## src/rtl/tlfk_div.sv

```systemverilog
// pipelined rounded signed division for the pendulum rate, saturating to 16 bits
`timescale 1ns / 1ps
module tlfk_div (
  input  logic               clk_i,
  input  logic               en_i,
  input  logic signed [57:0] num_i,
  input  logic [37:0]        den_i,
  output logic signed [15:0] quo_o
);
  localparam int unsigned N = 16;
  localparam int unsigned W = 60;

  logic [W-1:0] mr_a_q;
  logic [37:0]  den_a_q;
  logic         neg_a_q;

  logic [W-1:0] rem_q [0:N];
  logic [37:0]  den_q [0:N];
  logic [15:0]  quo_q [0:N];
  logic         ovf_q [0:N];
  logic         neg_q [0:N];

  logic [57:0]  mag;

  assign mag = num_i[57] ? 58'(-num_i) : 58'(num_i);

  // magnitude plus half the divisor for round-to-nearest
  always_ff @(posedge clk_i) begin
    if (en_i) begin
      mr_a_q  <= W'(mag) + W'(den_i >> 1);
      den_a_q <= den_i;
      neg_a_q <= num_i[57];
    end
  end

  // range check, then one quotient bit per stage
  always_ff @(posedge clk_i) begin
    if (en_i) begin
      rem_q[0] <= mr_a_q;
      den_q[0] <= den_a_q;
      quo_q[0] <= '0;
      ovf_q[0] <= (mr_a_q >= (W'(den_a_q) << N));
      neg_q[0] <= neg_a_q;
      for (int s = 0; s < N; s++) begin
        den_q[s+1] <= den_q[s];
        ovf_q[s+1] <= ovf_q[s];
        neg_q[s+1] <= neg_q[s];
        if (rem_q[s] >= (W'(den_q[s]) << (N - 1 - s))) begin
          rem_q[s+1] <= rem_q[s] - (W'(den_q[s]) << (N - 1 - s));
          quo_q[s+1] <= quo_q[s] | (16'h0001 << (N - 1 - s));
        end else begin
          rem_q[s+1] <= rem_q[s];
          quo_q[s+1] <= quo_q[s];
        end
      end
    end
  end

  // saturate and apply the sign
  always_ff @(posedge clk_i) begin
    if (en_i) begin
      if (neg_q[N]) begin
        quo_o <= (ovf_q[N] || quo_q[N] > 16'd32768) ? 16'sh8000 : 16'(-quo_q[N]);
      end else begin
        quo_o <= (ovf_q[N] || quo_q[N] > 16'd32767) ? 16'sh7FFF : quo_q[N];
      end
    end
  end

endmodule

```

## config.mk

```make
export PLATFORM = sky130hd
export DESIGN_NAME = tlfk_div
export DESIGN_NICKNAME = d
export VERILOG_FILES = /design/src/rtl/tlfk_div.sv
export SDC_FILE = /design/constraint.sdc
export NUM_CORES = 2
export LEC_CHECK = 0
export CORE_MARGIN = 8
export CORE_UTILIZATION = 50
export DETAILED_ROUTE_END_ITERATION = 6
export DONT_BUFFER_PORTS = 1
export SYNTH_ARGS = -nofsm -noshare
export SYNTH_HDL_FRONTEND = slang
export SYNTH_SLANG_ARGS = --single-unit
```

## constraint.sdc

```tcl
create_clock -name clk_i -period 5.7 [get_ports clk_i]
set_clock_uncertainty 0.1 [all_clocks]
set_input_delay 0.57 -clock clk_i [delete_from_list [all_inputs] [get_ports clk_i]]
set_output_delay 0.57 -clock clk_i [all_outputs]
set_load 0.01 [all_outputs]
```

==> results.toml <==
[die]
rows = 168
die_area_sq_um = 226000
io_pins = 114
start_util = 0.503
fp.coreArea_sq_um = 210000
die_h_microns = 475
die_x_microns = 475

[grt]
gr-usage-all-layers = 0.246
grt_max_degree = 299
grt_pass1_wl_mm = 432
antenna_found_initial = 13
grt_overflow = 0
grt_pass1_vias = 74500

[synth]
yosysUniqueCellTypes = 89
synth_area_leaders = "edfxtp_1 (53%), ha_1 (8.2%), xnor2_1 (4.0%)"
synth_top_family_by_area = "compound AO/OA/AOI/OAI gates"
synth_compound_area_frac = 0.149
synth_top_cell_area_share = 0.527
netlist_top_cells_count = "edfxtp_1 (1851), nand2_1 (867), inv_1 (848)"
synth_simple_gate_area_share = 0.123
ys_seq_area_frac = 0.527
ys.flop_type = "edfxtp_1"
synthCells = 9800
synth_xor_area_frac = 0.0673
ys_ff_latch = 1851
synthAdderAreaFrac = 0.0846
synth_warnings = 0
synthMuxAreaShare = 0.00749
synth_edf_count = 1851
syn-num-nets = 10600
syn_area_sq_um = 106000
async_flop_share = 0
syn_avg_cell_area_sq_um = 10.8
yosysMostFrequentCell = "edfxtp_1"
synth_area_leader_cell = "edfxtp_1"

[cells_and_area]
multiInputGateArea_sq_um = 45800
final_cells = 12900
ff_latch_area_sq_um = 55600
areaGrowthSynthToFinish_pct = 10.7
drive_above_1_share = 0.0614
nets = 10700
fill_cells = 17900

[clocking]
cts_buffer_depth = 3
numCtsBuffers = 202
post_cts_buffers = 0
clk_pin_slew_ns = 0.06
cts.sinks = 1851
cts_max_level = 4
cts_root_buffer = "clkbuf_16"
cts_tree = "built"
clk_latency_ns = 0.85

[timing]
setup_tns_ns = 0
max_freq_ghz = 0.182
timing.hold.ws_ns = 0.0633
finalSetupViolCount = 0
slew_viol_final = 132
period_share = 0.963
rsz0062_at_grt = "no"
finalCriticalPeriod_ns = 5.49
slew_headroom = -0.110
setup_slack_ns = 0.209
worst_slew_pin_slew_ns = 1.67
hold_violations = 0

[setup_path]
critical-path-slowest-cell = "a211oi_1"
cp.arrival_ns = 5.98
worst_ep_required_time_ns = 6.19
r2r_slack_ns = 0.67
reg2reg_from = "den_q[0][418]"
cp-end-kind = "flip-flop"
r2r_cells = 14
crit_chain = "inv_1 > ha_1 > or4b_2 > or3_1 > o41ai_1 > xnor2_1 > ha_1 > a41oi_1 > o21ai_0 > nor2_1 > o31ai_2 > a221oi_1 > buf_4 > o31ai_1 > a211oi_1 > nor2_1 > nand3_1 > xor2_1 > dlygate4sd3_1"
cpPeakStageDelay_ns = 1.04
reg2reg_to = "rem_q[12][53]"
path_max_fanout = 7
path_class = "input port to flip-flop"
start_kind = "input port"

[pwr]
ir_worst_vdd_v = 0.000339
leakage_nw = 45.5
p_per_area_nw_per_um2 = 489

[worst_hold_path]
hold_end = "mr_a_q[0]"
min_from = "en_i"
whs_path_depth = 1
hp-class = "input port to flip-flop"

[placement]
portBuffers = 0
place_hpwl_mm = 224
place.gp.congestion = 1.03
placedCellCount = 12500
place_ws_ns = -0.557

[routing]
route.detailed.drc = 0
ant_nets = 0
routed_wirelength_mm = 285
wire_per_inst_microns = 22.1
dr.pass1.iters = 6
vias_per_cell = 5.78
via_count = 74600
drt-initial-drc-count = 4819

[outcome]
violations = "max-slew violations"
status = "finished with violations"

[flow_run]
maxCapViolations = 0
==> routing by layer <==
layer  share of wire  global-route usage  vias to the layer above
met5               0                   0                        -
met2            0.53               0.467                     1908
met1            0.37               0.265                    35800
met3           0.040              0.0334                      607
met4           0.057               0.126                        0
li1                -                   -                    36300
==> per-stage QoR <==
step	power (W)	area [sq um]	utilization
after global routing	0.0606	117000	0.557
after floorplan	0.0372	106000	-
final	0.0572	117000	0.557
after CTS	0.0573	117000	0.556
after detailed placement	0.0442	110000	0.522
after global placement	0.0439	110000	0.522
==> worst max path at each step <==
stage	start	endpoint	slack, ns	depth (start not counted)
5_1_grt	num_i[1]	mr_a_q[48]	0.06	19
6_report	num_i[1]	mr_a_q[48]	0.21	19
3_5_place_dp	en_i	rem_q[15][45]	-0.56	13
4_1_cts	num_i[1]	mr_a_q[48]	0.22	18
2_1_floorplan	num_i[1]	mr_a_q[47]	0.60	18
3_3_place_gp	en_i	rem_q[15][45]	-0.44	13
==> critical path, delay by kind of cell <==
kind,cells,cell delay [ns]
fa+ha+maj,2,0.47
buf+inv,3,0.80
xor+xnor,2,0.26
simple gates,5,1.56
compound gates,7,2.33
==> area by class of cell <==
cell class / count / share of cell area
repair buffers: 225 / 0.0190
clock buffers: 244 / 0.0448
well taps: 2805 / 0.0300
inverters: 850 / 0.0273
flip-flops and latches: 1851 / 0.476
clock inverters: 121 / 0.0111
diodes: 24 / 0.000514
multi-input cells: 6801 / 0.392
==> cells by family (layout without fill, tap and decap cells) <==
kind of cell,after synthesis,in the layout
adders and majority gates,704,704
other,1,25
DFF,1851,1851
AOI/OAI and AO/OA,2560,2560
xor gates and xnor gates,811,811
buffers and inverters,1148,1440
and+or+nand+nor,2654,2654
muxes,71,71
==> report_power, final <==
| part | total (W) | switching (W) | internal (W) | leakage [nW] |
|---|---|---|---|---|
| Clock | 0.0129 | 0.00544 | 0.00743 | 3.16 |
| Combinational | 0.0226 | 0.0134 | 0.00920 | 24.4 |
| Sequential | 0.0217 | 0.00247 | 0.0193 | 17.9 |
==> sequential cells by signal, summed over array words and instances (netlist names) <==
signal / cells
neg_q: 17
ovf_q: 17
rem_q: 959
neg_a_q: 1
mr_a_q: 59
quo_q: 136
den_a_q: 38
quo_o: 16
den_q: 608
==> layout by cell type (no fill, tap or decap), types with 79 or more instances in the layout <==
master	netlist	routed
edfxtp_1	1851	1851
nand2_1	867	867
inv_1	848	847
o21ai_0	760	759
a21oi_1	749	748
ha_1	688	688
nor2_1	536	536
xnor2_1	476	476
a21o_1	356	356
xor2_1	335	335
clkbuf_16	0	204
nor3_1	194	193
nand3_1	166	166
nand4_1	143	143
buf_4	0	138
nor4_1	132	126
nand2b_1	120	120
o21bai_1	93	93
nor2b_1	92	92
a31oi_1	81	80
or3_1	79	79
==> what timing repair did <==
action	CTS	global route
resized for setup	0	1
hold buffers	65	0
endpoints found under the hold margin	224	0
endpoints found under the setup margin	0	47
Note: power is estimated with default switching activity, not from simulation.
