==> src/rtl/tlfk_pkg.sv <==
// shared constants, types and the arctangent table for the leg kinematics unit
`timescale 1ns / 1ps
package tlfk_pkg;

  // cordic iteration count and pre-compensated gain in q2.30
  localparam int unsigned CordicSteps = 30;
  localparam logic signed [32:0] CordicGain = 33'sh026DD3B6A;

  // largest reach of the three links together, 2^-16 m
  localparam int unsigned ReachMax = 196608;

  // per-step rotation angle, full turn = 2^32
  function automatic logic [31:0] atan_turn(input int unsigned idx);
    case (idx)
      0:  return 32'h20000000;
      1:  return 32'h12E4051E;
      2:  return 32'h09FB385B;
      3:  return 32'h051111D4;
      4:  return 32'h028B0D43;
      5:  return 32'h0145D7E1;
      6:  return 32'h00A2F61E;
      7:  return 32'h00517C55;
      8:  return 32'h0028BE53;
      9:  return 32'h00145F2F;
      10: return 32'h000A2F98;
      11: return 32'h000517CC;
      12: return 32'h00028BE6;
      13: return 32'h000145F3;
      14: return 32'h0000A2FA;
      15: return 32'h0000517D;
      16: return 32'h000028BE;
      17: return 32'h0000145F;
      18: return 32'h00000A30;
      19: return 32'h00000518;
      20: return 32'h0000028C;
      21: return 32'h00000146;
      22: return 32'h000000A3;
      23: return 32'h00000051;
      24: return 32'h00000029;
      25: return 32'h00000014;
      26: return 32'h0000000A;
      27: return 32'h00000005;
      28: return 32'h00000003;
      29: return 32'h00000001;
      default: return 32'h00000000;
    endcase
  endfunction

  // joint rates carried alongside the sine/cosine pipeline
  typedef struct packed {
    logic signed [15:0] hr;
    logic signed [15:0] kr;
    logic signed [15:0] ar;
  } rates_t;

  // finished position and velocity fields waiting for the slow branches
  typedef struct packed {
    logic signed [18:0] fx;
    logic signed [18:0] fy;
    logic signed [23:0] vx;
    logic signed [23:0] vy;
    logic               zero;
  } kin_t;

endpackage

==> src/rtl/tlfk_isqrt.sv <==
// pipelined integer square root rounded to nearest, clamped to the reach
`timescale 1ns / 1ps
module tlfk_isqrt (
  input  logic        clk_i,
  input  logic        en_i,
  input  logic [37:0] n_i,
  output logic [17:0] root_o
);
  import tlfk_pkg::*;

  localparam int unsigned N = 19;
  localparam int unsigned W = 39;

  logic [W-1:0] rem_q [1:N];
  logic [W-1:0] r_q   [1:N];
  logic [W-1:0] rem_s [0:N-1];
  logic [W-1:0] r_s   [0:N-1];
  logic [W-1:0] root_r;

  always_comb begin
    rem_s[0] = {1'b0, n_i};
    r_s[0]   = '0;
    for (int j = 1; j < N; j++) begin
      rem_s[j] = rem_q[j];
      r_s[j]   = r_q[j];
    end
  end

  // one result bit per stage, test bit walking down by powers of four
  always_ff @(posedge clk_i) begin
    if (en_i) begin
      for (int j = 0; j < N; j++) begin
        if (rem_s[j] >= r_s[j] + (W'(1) << (2 * (N - 1 - j)))) begin
          rem_q[j+1] <= rem_s[j] - (r_s[j] + (W'(1) << (2 * (N - 1 - j))));
          r_q[j+1]   <= (r_s[j] >> 1) + (W'(1) << (2 * (N - 1 - j)));
        end else begin
          rem_q[j+1] <= rem_s[j];
          r_q[j+1]   <= r_s[j] >> 1;
        end
      end
    end
  end

  // round up when the remainder exceeds the root, then clamp
  always_comb begin
    root_r = (rem_q[N] > r_q[N]) ? r_q[N] + W'(1) : r_q[N];
  end

  always_ff @(posedge clk_i) begin
    if (en_i) begin
      root_o <= (root_r > W'(ReachMax)) ? 18'(ReachMax) : root_r[17:0];
    end
  end

endmodule

==> config.mk <==
export PLATFORM = sky130hd
export DESIGN_NAME = tlfk_isqrt
export DESIGN_NICKNAME = d
export VERILOG_FILES = /design/src/rtl/tlfk_pkg.sv /design/src/rtl/tlfk_isqrt.sv
export SDC_FILE = /design/constraint.sdc
export NUM_CORES = 1
export LEC_CHECK = 0
export ABC_CLOCK_PERIOD_IN_PS = 3900
export BUFFER_PORTS_ARGS = -buffer_cell sky130_fd_sc_hd__buf_2
export CORE_ASPECT_RATIO = 2
export CORE_MARGIN = 2
export CORE_UTILIZATION = 55
export CTS_CLUSTER_DIAMETER = 40
export DETAILED_ROUTE_END_ITERATION = 6
export PLACE_DENSITY = 0.72
export SLEW_MARGIN = 20
export SYNTH_ARGS = -nofsm -noshare
export SYNTH_HDL_FRONTEND = slang
export SYNTH_SLANG_ARGS = --single-unit
==> constraint.sdc <==
create_clock -name clk_i -period 3.9 [get_ports clk_i]
set_clock_uncertainty 0.05 [all_clocks]
set_input_delay 0.195 -clock clk_i [delete_from_list [all_inputs] [get_ports clk_i]]
set_output_delay 0.195 -clock clk_i [all_outputs]
set_load 0.01 [all_outputs]
==> reports/summary.txt, run 1 <==
Period utilization = 97.4%
Port Buf Inserts = 57
Htree depth = 3
Slew @ Worst Pin = 1.06 ns
Comb power frac = 17.6%
Arrival @ worst endpoint = 4.18 ns
CP max-delay cell = o41ai_2
Clock power share = 32.1%
IO Pins = 58
Final hold viol count = 0
HPWL Detailed = 90,900 µm
Vias in the first global route = 33,200
# fillers = 6,543
Mean Syn Cell Area = 12.5 µm²
Ys Warns = 0
Grt total ovfl = 0
Worst EP required = 4.28 ns
Crit-path max FO = 7
Share of cells above drive strength 1 = 11.2%
Final setup violation count = 0
RSZ-0062 raised after global routing = false
Max-cap viol count = 0
Sink Count = 949
Synth cell types = 88
Worst setup path start = rem_q[0][482]
Post-synthesis sequential area ratio = 61.3%
Most instantiated cells after synthesis = edfxtp_1, inv_1, nand2_1, nor2_1, ha_1
Psw = 7.42 mW
Startpoint Class = flop
Setup CP Type = reg2reg
Fraction of registers with async set/reset = 0%
Flop pwr share = 50.3%
Post-synth top area cell = edfxtp_1
Die area = 87,000 µm²
Post-Syn Nets = 3,986
Post-synthesis register bit count = 949
CP peak stage delay = 0.65 ns
P_leak = 20.0 nW
Clock buffer depth = 3
Outcome = completed
Synth Flop Type = edfxtp_1
Final setup margin = 0.102 ns
Initial antenna violation count = 3
CTS tree = built
Post-route ant nets = 0
Hold Path Stages = 2
Pin count of the biggest net entering global routing = 196
Slew HR = 29.0%
Row count = 150
Nets = 4,265
Crit end category = flop
P&R area growth vs syn = 12.9%
Initial Util = 55.6%
GP Congestion = 0.924
Pwr per Cell Area = 510 nW/µm²
Top cell type's share of synthesized area = 61.3%
Die width = 210 µm
Post-Place Worst Slack = 0.117 ns
Synth Instances = 3,717
Critical-path cell list = ha_1 -> o21a_1 -> o21a_1 -> o21ai_0 -> a31oi_1 -> o311a_1 -> o41ai_2 -> nor4_1 -> buf_12 -> nand3b_1 -> xnor2_1
Die Ht = 415 µm
Setup Fix Bufs, Post-CTS = 0
First-pass GRT wire length = 176,000 µm
Max Fclk = 263 MHz
Top cells by area, synth = edfxtp_1, ha_1, xor2_1
DRT iter0 DRCs = 1,458
Peak VDD IR = 0.489 mV
Reg clk slew, reported paths = 0.06 ns
Later-pin clock latency in the skew report = 0.71 ns
Post-synth EDFFs = 949
Avg WL per Cell = 23.2 µm
Cell with the most instances on the worst path = o21a_1
Total wire length = 119,000 µm
1st-pass router iterations = 5
Clock Tree Root = clkbuf_16
Vias = 30,500
DRC violations left = 0
P_int = 19.3 mW
Gr usage total = 27.6%
Mapped Area = 46,500 µm²
Period minus WS final = 3.80 ns
Vias per std cell = 5.95
Count leader, synth = edfxtp_1
Switching Share = 27.8%
Fin. max-slew vios = 0
R2R setup slack = 0.10 ns
CORE AREA = 83,700 µm²
Final setup TNS = 0 ns
Worst hold path type = in2reg
FF-to-FF End = rem_q[0][541]
Worst reg2reg path depth = 11
Setup crit end = rem_q[0][541]
Cts bufs inserted = 88
FF-to-FF Start = rem_q[0][482]
==> cells in the final DEF, fill, tap and decap left out, drive strengths merged, types with 34 or more instances in the layout <==
cell type	n
nor2	232
dlygate4sd3	39
ha	229
clkinv	38
or3	45
nor2b	34
nand3	79
mux2	36
buf	225
a21oi	142
o21a	50
xor2	180
a21o	53
inv	290
nand2	255
clkbuf	98
xnor2	164
nor4	133
o21ai	182
edfxtp	949
nor3	118
nand2b	46
nand4	48
==> cells by family after synthesis <==
group / after synthesis / share of synthesized area (%)
AOI/OAI and AO/OA: 610 / 8.55
xor gates and xnor gates: 344 / 6.48
adders and majority gates: 229 / 6.16
buffers and inverters: 359 / 2.94
DFF: 949 / 61.3
muxes: 50 / 1.18
and+or+nand+nor: 1176 / 13.4
==> how the worst min path moves through the flow <==
stage,to,start
after floorplan,rem_q[0][39],n_i[0]
after global placement,rem_q[0][56],n_i[17]
after detailed placement,rem_q[0][51],n_i[12]
after CTS,rem_q[0][41],n_i[2]
after global routing,rem_q[0][60],n_i[21]
final,rem_q[0][60],n_i[21]
==> stage by stage <==
| stage | power [mW] | utilization (%) | hold slack (ns) | instances | area, µm² |
|---|---|---|---|---|---|
| after global placement | 18.1 | 58.8 | 0.322 | 4931 | 49200 |
| after global routing | 27.8 | 62.7 | 0.146 | 5129 | 52500 |
| after floorplan | 16.6 | - | 0.244 | 3717 | 46500 |
| final | 26.7 | 62.7 | 0.157 | 5130 | 52500 |
| after detailed placement | 18.3 | 58.8 | 0.323 | 4931 | 49200 |
| after CTS | 26.8 | 62.7 | 0.122 | 5128 | 52500 |
==> sequential cells by signal, indices dropped and copies added, names as in the netlist <==
| name | cells |
|---|---|
| root_o | 18 |
| r_q | 190 |
| rem_q | 741 |
==> routing by layer <==
layer  track usage [%]  routed length (µm)  up-vias
met2              58.3               71500      741
li1                  -                   -    14400
met1              16.1               28300    14800
met4              31.6               15800        0
met5                 0                   0        -
met3              4.26                3370      488
==> critical path, delay by kind of cell (launching register included) <==
kind            cells  cell delay [ns]
compound gates      6             2.17
xor+xnor            1             0.07
fa+ha+maj           1             0.37
buf+inv             1             0.19
flops               1             0.40
simple gates        2             0.28
==> cell type report <==
cell class	instances	area, µm²	area share (%)
multi-input cells	2409	16700	31.8
flip-flops and latches	949	28500	54.3
clock inverters	60	592	1.13
clock buffers	98	2240	4.27
well taps	1064	1330	2.54
repair buffers	264	2050	3.90
inverters	284	1070	2.03
diodes	2	5.00	0.00954
==> power by group through the flow <==
stage	Clock, mW	Sequential [mW]	Combinational [mW]
after floorplan	0	13.4	3.20
after global placement	0	13.6	4.56
after detailed placement	0	13.6	4.65
after CTS	8.68	13.4	4.70
after global routing	9.05	13.5	5.16
final	8.58	13.4	4.72
==> timing repair <==
| item | in CTS | in global routing |
|---|---|---|
| gates resized for setup | 0 | 2 |
| hold buffers | 39 | 0 |
| hold endpoints to repair | 41 | 0 |
| endpoints found under the setup margin | 0 | 2 |
No activity file was read; power rests on OpenSTA's default activity.
==> run 2: changes to the inputs <==
--- a/config.mk
+++ b/config.mk
@@ -12,8 +12,8 @@
 export CORE_UTILIZATION = 55
 export CTS_CLUSTER_DIAMETER = 40
 export DETAILED_ROUTE_END_ITERATION = 6
-export PLACE_DENSITY = 0.72
-export SLEW_MARGIN = 20
+export PLACE_DENSITY_LB_ADDON = 0.1
+export SLEW_MARGIN = 0
 export SYNTH_ARGS = -nofsm -noshare
 export SYNTH_HDL_FRONTEND = slang
 export SYNTH_SLANG_ARGS = --single-unit
==> reports/summary.txt, run 2 (synthesized netlist as in run 1, its figures left out) <==
Outcome = completed
Period utilization = 97.7%
Stages on the worst setup path = 14
# fillers = 6,640
Final hold viol count = 0
Max-cap viol count = 0
Inserted Diodes = 0
Leading cell type in the layout, fill and taps excluded = edfxtp_1
Biggest register = rem_q
RSZ-0062 raised after global routing = false
Die width = 210 µm
CP delay by family, top = simple AND/OR/NAND/NOR gates
HPWL Detailed = 98,400 µm
Comb power frac = 17.4%
Worst EP required = 4.44 ns
Cts bufs inserted = 93
Met1 Wirelength = 27,800 µm
Clock power share = 33.1%
Sink Count = 949
Post-route ant nets = 0
R2R setup slack = 0.09 ns
Initial Util = 55.6%
Flop pwr share = 49.5%
Setup Fix Bufs, Post-CTS = 0
Critical-path cell list = ha_1 -> inv_1 -> nor3_1 -> buf_4 -> nand2_1 -> buf_4 -> nor3_1 -> buf_4 -> o2111ai_1 -> mux2_4 -> nor4b_4 -> a41oi_4 -> buf_12 -> nor2_1
Worst reg2reg path depth = 14
Arrival @ worst endpoint = 4.35 ns
FF-to-FF End = root_o[3]
Nets = 4,296
1st-pass router iterations = 5
Total wire length = 126,000 µm
Later-pin clock latency in the skew report = 0.74 ns
Setup CP Type = reg2reg
Worst hold margin = 0.00953 ns
Slew HR = 26.6%
Die area = 87,000 µm²
Vias in the first global route = 33,100
DRC violations left = 0
CP max-delay cell = edfxtp_1
CORE AREA = 83,700 µm²
GP Congestion = 0.913
Max reg flops = 741
Gr usage total = 29.2%
Worst hold path type = in2reg
Startpoint Class = flop
Slew @ Worst Pin = 1.09 ns
Met2 WL = 77,100 µm
Switching Share = 28.5%
P_int = 19.5 mW
Reg clk slew, reported paths = 0.06 ns
Regs by FF count = rem_q (741), r_q (190), root_o (18)
Final setup violation count = 0
Initial antenna violation count = 0
P&R area growth vs syn = 13.9%
Htree depth = 3
Pwr per Cell Area = 514 nW/µm²
Grt total ovfl = 0
FF-to-FF Start = r_q[0][741]
Peak VDD IR = 0.432 mV
Share of cells above drive strength 1 = 12.3%
P_leak = 20.3 nW
Crit end category = flop
Pin count of the biggest net entering global routing = 157
Psw = 7.76 mW
Row count = 150
CTS tree = built
Die Ht = 415 µm
Cell with the most instances on the worst path = buf_4
Vias = 30,500
Worst setup path start = r_q[0][741]
Crit-path max FO = 9
Port Buf Inserts = 57
First-pass GRT wire length = 183,000 µm
WL met3 = 3470 µm
DR top layer = met4
Setup crit end = root_o[3]
Max Fclk = 262 MHz
Fin. max-slew vios = 0
Clock buffer depth = 3
Avg WL per Cell = 24.3 µm
Commonest cells after routing, fill and taps aside = edfxtp_1, inv_1, nand2_1, nor2_1, ha_1
Vias per std cell = 5.90
Final setup TNS = 0 ns
IO Pins = 58
CP peak stage delay = 0.64 ns
Period minus WS final = 3.81 ns
Crit path buf inv count = 5
Clock Tree Root = clkbuf_16
DRT iter0 DRCs = 1,258
run 2: area by class of cell:
class / count / area [µm²] / share of cell area (%)
sequential: 949 / 28500 / 53.8
clock buffer: 105 / 2370 / 4.48
multi-input combinational: 2409 / 16700 / 31.6
clock inverter: 67 / 713 / 1.35
tap: 1064 / 1330 / 2.51
timing repair buffer: 290 / 2280 / 4.30
inverter: 284 / 1070 / 2.02
run 2: worst register-to-register path, stage by stage, from the launching register on:
cell       delay [ns]
edfxtp_1         0.64
ha_1             0.26
inv_1            0.08
nor3_1           0.20
buf_4            0.15
nand2_1          0.05
buf_4            0.14
nor3_1           0.28
buf_4            0.16
o2111ai_1        0.26
mux2_4           0.40
nor4b_4          0.42
a41oi_4          0.27
buf_12           0.21
nor2_1           0.11
run 2: how the worst min path moves through the flow:
stage,start,to,cells past startpoint
2_1_floorplan,n_i[0],rem_q[0][39],0
3_3_place_gp,n_i[4],rem_q[0][43],1
3_5_place_dp,n_i[6],rem_q[0][45],1
4_1_cts,en_i,rem_q[0][704],2
5_1_grt,en_i,r_q[0][742],2
6_report,en_i,rem_q[0][742],2
run 2: stage by stage:
step / instance area [µm²] / power, mW / utilization, % / setup slack [ns] / std cells
2_1_floorplan: 46500 / 16.6 / - / 0.509 / 3717
3_3_place_gp: 49500 / 18.3 / 59.1 / 0.0926 / 4958
3_5_place_dp: 49500 / 18.4 / 59.1 / 0.0604 / 4958
4_1_cts: 53000 / 27.3 / 63.3 / 0.0115 / 5168
5_1_grt: 53000 / 28.3 / 63.3 / 0.00992 / 5168
6_report: 53000 / 27.2 / 63.3 / 0.0890 / 5168
run 2: power by group through the flow:
stage / sequential, mW / combinational, mW / clock, mW
after CTS: 13.5 / 4.75 / 9.14
after floorplan: 13.4 / 3.20 / 0
after global placement: 13.6 / 4.63 / 0
after global routing: 13.6 / 5.20 / 9.51
after detailed placement: 13.7 / 4.70 / 0
final: 13.5 / 4.74 / 9.01
run 2: timing repair:
action                                  CTS  global route
hold buffers                             38             0
hold endpoints to repair                 39             0
endpoints found under the setup margin    0            21
gates resized for setup                   0             9
run 2: layer usage:
layer	vias up	GRT usage, %
met5	-	0
met4	0	33.2
met3	483	4.29
met2	706	63.4
met1	14800	15.8
li1	14500	-
==> run 3: changes to the inputs <==
--- a/config.mk
+++ b/config.mk
@@ -7,7 +7,6 @@
 export LEC_CHECK = 0
 export ABC_CLOCK_PERIOD_IN_PS = 3900
 export BUFFER_PORTS_ARGS = -buffer_cell sky130_fd_sc_hd__buf_2
-export CORE_ASPECT_RATIO = 2
 export CORE_MARGIN = 2
 export CORE_UTILIZATION = 55
 export CTS_CLUSTER_DIAMETER = 40
==> reports/summary.txt, run 3 (synthesized netlist as in run 1, its figures left out) <==
Outcome = completed
Crit end category = flop
Post-route ant nets = 0
Later-pin clock latency in the skew report = 0.73 ns
# fillers = 6,331
Arrival @ worst endpoint = 4.06 ns
Vias = 29,500
DRT iter0 DRCs = 2,237
Total wire length = 102,000 µm
Row count = 106
Clock buffer depth = 3
Final setup TNS = 0 ns
Sink Count = 949
Max Fclk = 274 MHz
Biggest register = rem_q
Reg clk slew, reported paths = 0.05 ns
Peak VDD IR = 0.530 mV
Worst EP required = 4.31 ns
Max-cap viol count = 0
Die area = 86,900 µm²
Period utilization = 93.5%
Htree depth = 4
Initial antenna violation count = 1
Vias in the first global route = 28,700
FF+latch area = 28,500 µm²
Final hold viol count = 0
HPWL Detailed = 74,600 µm
Die width = 295 µm
Fin. max-slew vios = 0
Period minus WS final = 3.65 ns
Total power = 30.3 mW
First-pass GRT wire length = 160,000 µm
CORE AREA = 83,700 µm²
Final setup margin = 0.254 ns
Regs by FF count = rem_q (741), r_q (190), root_o (18)
GP Congestion = 0.885
Max reg flops = 741
DRC violations left = 0
Leading cell type in the layout, fill and taps excluded = edfxtp_1
Cts bufs inserted = 138
Post-Place Worst Slack = 0.145 ns
Clock Tree Root = clkbuf_16
P_leak = 20.4 nW
Commonest cells after routing, fill and taps aside = edfxtp_1, inv_1, nand2_1, nor2_1, ha_1
Port Buf Inserts = 57
Nets = 4,205
Worst hold path type = in2reg
Inserted Diodes = 0
Crit-path max FO = 6
Die Ht = 295 µm
Pin count of the biggest net entering global routing = 180
Setup Fix Bufs, Post-CTS = 0
Startpoint Class = flop
1st-pass router iterations = 5
P&R area growth vs syn = 15.1%
Setup CP Type = reg2reg
Grt total ovfl = 0
Slew HR = 25.2%
Gr usage total = 23.9%
Initial Util = 55.6%
IO Pins = 58
Area of the multi-input gates = 16,700 µm²
RSZ-0062 raised after global routing = false
Vias per std cell = 5.68
Slew @ Worst Pin = 1.11 ns
CTS tree = built
Pwr per Cell Area = 565 nW/µm²
Share of cells above drive strength 1 = 10.7%
Avg WL per Cell = 19.7 µm
Final setup violation count = 0
-- run 3: final timing paths --
| path | start | depth (start not counted) | end | slack (ns) |
|---|---|---|---|---|
| worst min register to register | rem_q[0][395] | 0 | rem_q[0][434] | 0.39 |
| worst max register to register | rem_q[0][709] | 9 | rem_q[0][761] | 0.25 |
| worst max-delay path | rem_q[0][709] | 9 | rem_q[0][761] | 0.25 |
| worst min-delay path | en_i | 2 | r_q[0][744] | 0.05 |
-- run 3: timing repair --
| action | 4_1_cts | 5_1_grt |
|---|---|---|
| gates resized for setup | 0 | 2 |
| hold buffers | 38 | 0 |
| setup endpoints to repair | 0 | 11 |
| endpoints found under the hold margin | 38 | 0 |
-- run 3: cell type report --
cell class,count,share of cell area (%)
clock buffers,157,6.67
repair buffers,154,2.18
flip-flops and latches,949,53.3
inverters,284,1.99
multi-input cells,2409,31.2
clock inverters,96,2.07
well taps,1134,2.65
-- run 3: critical path: stages (launching register included) --
cell and delay (ns):
edfxtp_1 0.39, ha_1 0.42, nand4_1 0.18, nor3_2 0.44
a21oi_1 0.22, a31o_2 0.31, o31ai_1 0.45, a21oi_2 0.14
or4b_2 0.64, xnor2_1 0.14
-- run 3: report_power, final --
group          switching (mW)  internal, mW
registers               0.915          12.7
clock network            4.75          7.71
logic                    2.38          1.81
-- run 3: per-stage QoR --
stage	util (%)	area (µm²)	std cells	hold slack (ns)
3_3_place_gp	57.9	48400	4892	0.322
6_report	63.9	53500	5183	0.0503
5_1_grt	63.9	53500	5183	0.0772
3_5_place_dp	57.9	48400	4892	0.323
4_1_cts	63.9	53500	5183	0.0550
2_1_floorplan	-	46500	3717	0.244
-- run 3: metal layers --
layer / vias to the layer above / share of wire (%) / GRT usage (%)
met4: 0 / 2.4 / 7.60
met2: 666 / 50 / 40.8
met1: 14200 / 44 / 31.5
met3: 168 / 4.1 / 3.83
met5: - / 0 / 0
li1: 14400 / - / -
